## src/design/eden_pkg.sv

```systemverilog
// Shared constants, types and request codes for the edit distance engine.
// No dependencies; imported by eden_cell_unit and edit_distance_engine_core.

package eden_pkg;

    localparam int MAX_LEN     = 1024;
    localparam int SYMBOL_BITS = 8;

    // Field widths fixed by the item format
    localparam int REQ_W  = 2;
    localparam int SYM_W  = 8;
    localparam int DIST_W = 11;

    // Counts and costs run 0..MAX_LEN
    localparam int LEN_W  = $clog2(MAX_LEN + 1);
    localparam int STR_AW = (MAX_LEN > 1) ? $clog2(MAX_LEN) : 1;

    localparam logic [REQ_W-1:0] REQ_APPEND_FIRST  = 2'd0;
    localparam logic [REQ_W-1:0] REQ_APPEND_SECOND = 2'd1;
    localparam logic [REQ_W-1:0] REQ_COMPUTE       = 2'd2;

    typedef enum logic [2:0] {
        ST_IDLE,
        ST_INIT,
        ST_ROW_RD,
        ST_ROW_SET,
        ST_CELL_RD,
        ST_CELL_WR,
        ST_EMIT
    } state_t;

    // Operands of one table cell update
    typedef struct packed {
        logic [SYMBOL_BITS-1:0] sym_a;
        logic [SYMBOL_BITS-1:0] sym_b;
        logic [LEN_W-1:0]       up;
        logic [LEN_W-1:0]       left;
        logic [LEN_W-1:0]       diag;
    } cell_ops_t;

endpackage

```

## src/design/eden_cell_unit.sv

```systemverilog
// Cell update unit: compare, three-way minimum and increment for one DP cell.
// Depends on eden_pkg.

module eden_cell_unit
    import eden_pkg::*;
(
    input  cell_ops_t        ops,
    output logic [LEN_W-1:0] val
);

    logic [LEN_W-1:0] min_ul;
    logic [LEN_W-1:0] min_all;

    always_comb
    begin
        min_ul  = (ops.up < ops.left) ? ops.up : ops.left;
        min_all = (min_ul < ops.diag) ? min_ul : ops.diag;
        if (ops.sym_a == ops.sym_b)
        begin
            val = ops.diag;
        end
        else
        begin
            val = min_all + LEN_W'(1);
        end
    end

endmodule

```

## config.mk

```make
export PLATFORM = sky130hd
export DESIGN_NAME = eden_cell_unit
export DESIGN_NICKNAME = d
export VERILOG_FILES = /design/src/design/eden_pkg.sv /design/src/design/eden_cell_unit.sv
export SDC_FILE = /design/constraint.sdc
export NUM_CORES = 1
export LEC_CHECK = 0
export BUFFER_PORTS_ARGS = -buffer_cell sky130_fd_sc_hd__buf_4
export CORE_MARGIN = 1
export CORE_UTILIZATION = 25
export DETAILED_ROUTE_END_ITERATION = 12
export SETUP_SLACK_MARGIN = 0.2
export SKIP_LAST_GASP = 1
export SLEW_MARGIN = 20
export SYNTH_ARGS = -nofsm -noshare
export SYNTH_HDL_FRONTEND = slang
export SYNTH_SLANG_ARGS = --single-unit
```

## constraint.sdc

```tcl
create_clock -name vclk -period 5.8
set_input_delay 0.29 -clock vclk [all_inputs]
set_output_delay 0.29 -clock vclk [all_outputs]
set_load 0.01 [all_outputs]
```

==> results by group <==
Run status
  • Status: complete, no violations

Synthesis
  • Sequential element share of the synthesized area: 0%
  • Mapped Area: 0.00150 mm2
  • Post-Syn Instances: roughly 230
  • Ys Warns: 0
  • Synth unique cells: 37
  • Dominant cells by area after synthesis: ha_1, mux2i_1, nand2_1
  • Yosys top cell area share: approximately 18%
  • Cell accounting for the most synthesized area: ha_1
  • Syn Area/Cell: roughly 6.5 um2
  • Syn nets: 301

Cells and area
  • Fin util: between 30% and 40%
  • Layout Cells excl Fill: 359
  • Most frequent cells in the layout: buf_4, nand2_1, inv_1
  • Layout Nets: 359
  • Layout overhead on the synthesized area: 36.3%
  • Layout cells sized above 1: 27.9%
  • N_diodes: 0
  • CLK BUF: 0
  • Commonest non-fill, non-tap cell in the layout: buf_4
  • Register area: 0 um2
  • Area of the multi-input gates: roughly 0.0014 mm2
  • FFs & Latches: 0
  • # fillers: 636

Worst hold path
  • Worst Hold Launch: ops[2]
  • WHS Path Cells: 4
  • Hold crit path type: input port to output pin
  • Hold Path End: val[2]

Timing
  • Post-route minimum period: 5060 ps
  • RSZ-0062 raised after global routing: no
  • Setup TNS: 0 ps
  • Tcrit/Tclk final: between 80% and 90%
  • Fmax: 0.198 GHz
  • Setup Viol. Count Final: 0
  • Final Hold Violating Endpoints: 0
  • Relative slew slack: between 50 and 60%
  • Worst slew pin tran: slightly above 700 ps
  • Final Slew Violations: 0

Worst setup path
  • Worst Setup End Kind: output pin
  • Element type at the critical path start: input port
  • Maximum fanout along the worst path: 8
  • Worst Setup Path Type: input port to output pin
  • Req. time, crit path: approximately 5500 ps
  • Critical Path AT: 4770 ps

Die
  • Chip width: about 79 um
  • I/O pin count: 60
  • Core outline area: roughly 0.0056 mm2
  • Initial Util: 26.5%
  • Total die area: between 0.006 and 0.007 mm2
  • Die Ht: around 79 um
  • Row cnt: 27

GRT
  • Vias in the first global route: between 1500 and 2000
  • Initial antenna violation count: 0
  • First-pass GRT wire length: between 7 and 8 mm
  • Total gr overflow: 0
  • Pin count of the biggest net entering global routing: 25
  • GRT Overall Usage: between 10% and 20%

Placement
  • Post-DP HPWL: roughly 3.6 mm
  • Placed Cells incl. Taps: ~360
  • I/O Buffers: 60
  • GPL Wtd Cong: about 0.93

Pwr
  • Cell area power density: 124 mW/mm2
  • Peak supply drop: 0.0875 mV
  • Static Leak: 1.01 nW

Routing
  • Vias: 1777
  • 1st-iter DRT viols: 73
  • Routed Antenna Nets: 0
  • Total Wirelength: between 4 and 5 mm
  • Via density: 4.95
  • Wire per inst: between 10 and 15 um
  • DRT Pass-1 Iters: 4
  • Drt drc: 0

Run
  • Max cap viols: 0

Clocking
  • CTS Hold Bufs: 0
  • Post-cts sizing count: 0
  • Post-CTS setup buffer count: 0
==> final cells by class <==
cell class,instances,area share [%]
inverter,28,5.15
timing repair buffer,65,23.9
tap,72,4.41
multi-input combinational,194,66.5
==> per-layer routing <==
layer  up-vias  track usage [%]  wire length [um]  part of all wire, %
li1        941                -                 -                    -
met1       797             19.4              2120                   49
met2        39             26.2              2050                   47
met3         0            0.229               152                  3.5
met4         0                0                 0                    0
met5         -                0                 0                    0
==> through the flow <==
stage / area (um2) / power (mW) / hold slack (ps) / worst slack, ps
final: 2040 / 0.253 / 932 / 743
after global routing: 2040 / 0.285 / 988 / 229
after CTS: 2030 / 0.251 / 934 / 402
after detailed placement: 2030 / 0.250 / 927 / 408
after global placement: 2030 / 0.249 / 934 / 602
after floorplan: 1500 / 0.159 / 714 / 679
==> report_power, final <==
group	switching (mW)	leakage [nW]	total, mW	internal, mW
registers	0	0	0	0
clock network	0	0	0	0
logic	0.132	1.01	0.253	0.121
==> cell families after synthesis <==
group / Yosys count / share of synthesized area, %
multiplexers: 21 / 14.6
AO/OA/AOI/OAI: 63 / 25.2
buffers and inverters: 37 / 10.9
XOR/XNOR: 8 / 4.68
AND/OR/NAND/NOR: 81 / 27.0
adder cells (fa/ha/maj): 21 / 17.5
==> worst max-delay path by stage <==
stage | end | slack (ps) | cells past startpoint | start
floorplan | val[10] | 680 | 22 | ops[15]
global placement | val[8] | 600 | 22 | ops[15]
detailed placement | val[8] | 410 | 22 | ops[15]
CTS | val[8] | 400 | 22 | ops[15]
global route | val[8] | 230 | 24 | ops[17]
finish | val[8] | 740 | 24 | ops[15]
==> critical path: stages <==
cell	delay (ps)
buf_4	90
inv_1	50
ha_1	300
a21oi_1	140
o21ai_0	120
a221oi_2	310
buf_4	210
mux2i_2	300
inv_1	100
ha_1	300
a211oi_1	220
o21ai_0	110
o211ai_1	100
a21oi_1	140
a311oi_4	380
nor2_1	70
a21oi_1	190
ha_2	280
nor3b_2	260
mux2i_1	160
a21oi_1	180
mux2i_1	200
a21oi_1	80
buf_4	180
==> cell usage after synthesis (all sizes together) (5+ instances only) <==
cell type,n
nand4,9
inv,28
mux2,7
nand3,8
nand2,37
xor2,8
buf,6
o21ai,17
a31oi,8
o21bai,5
mux2i,14
a21oi,24
ha,21
nor2,11
No activity file was read; power rests on OpenSTA's default activity.
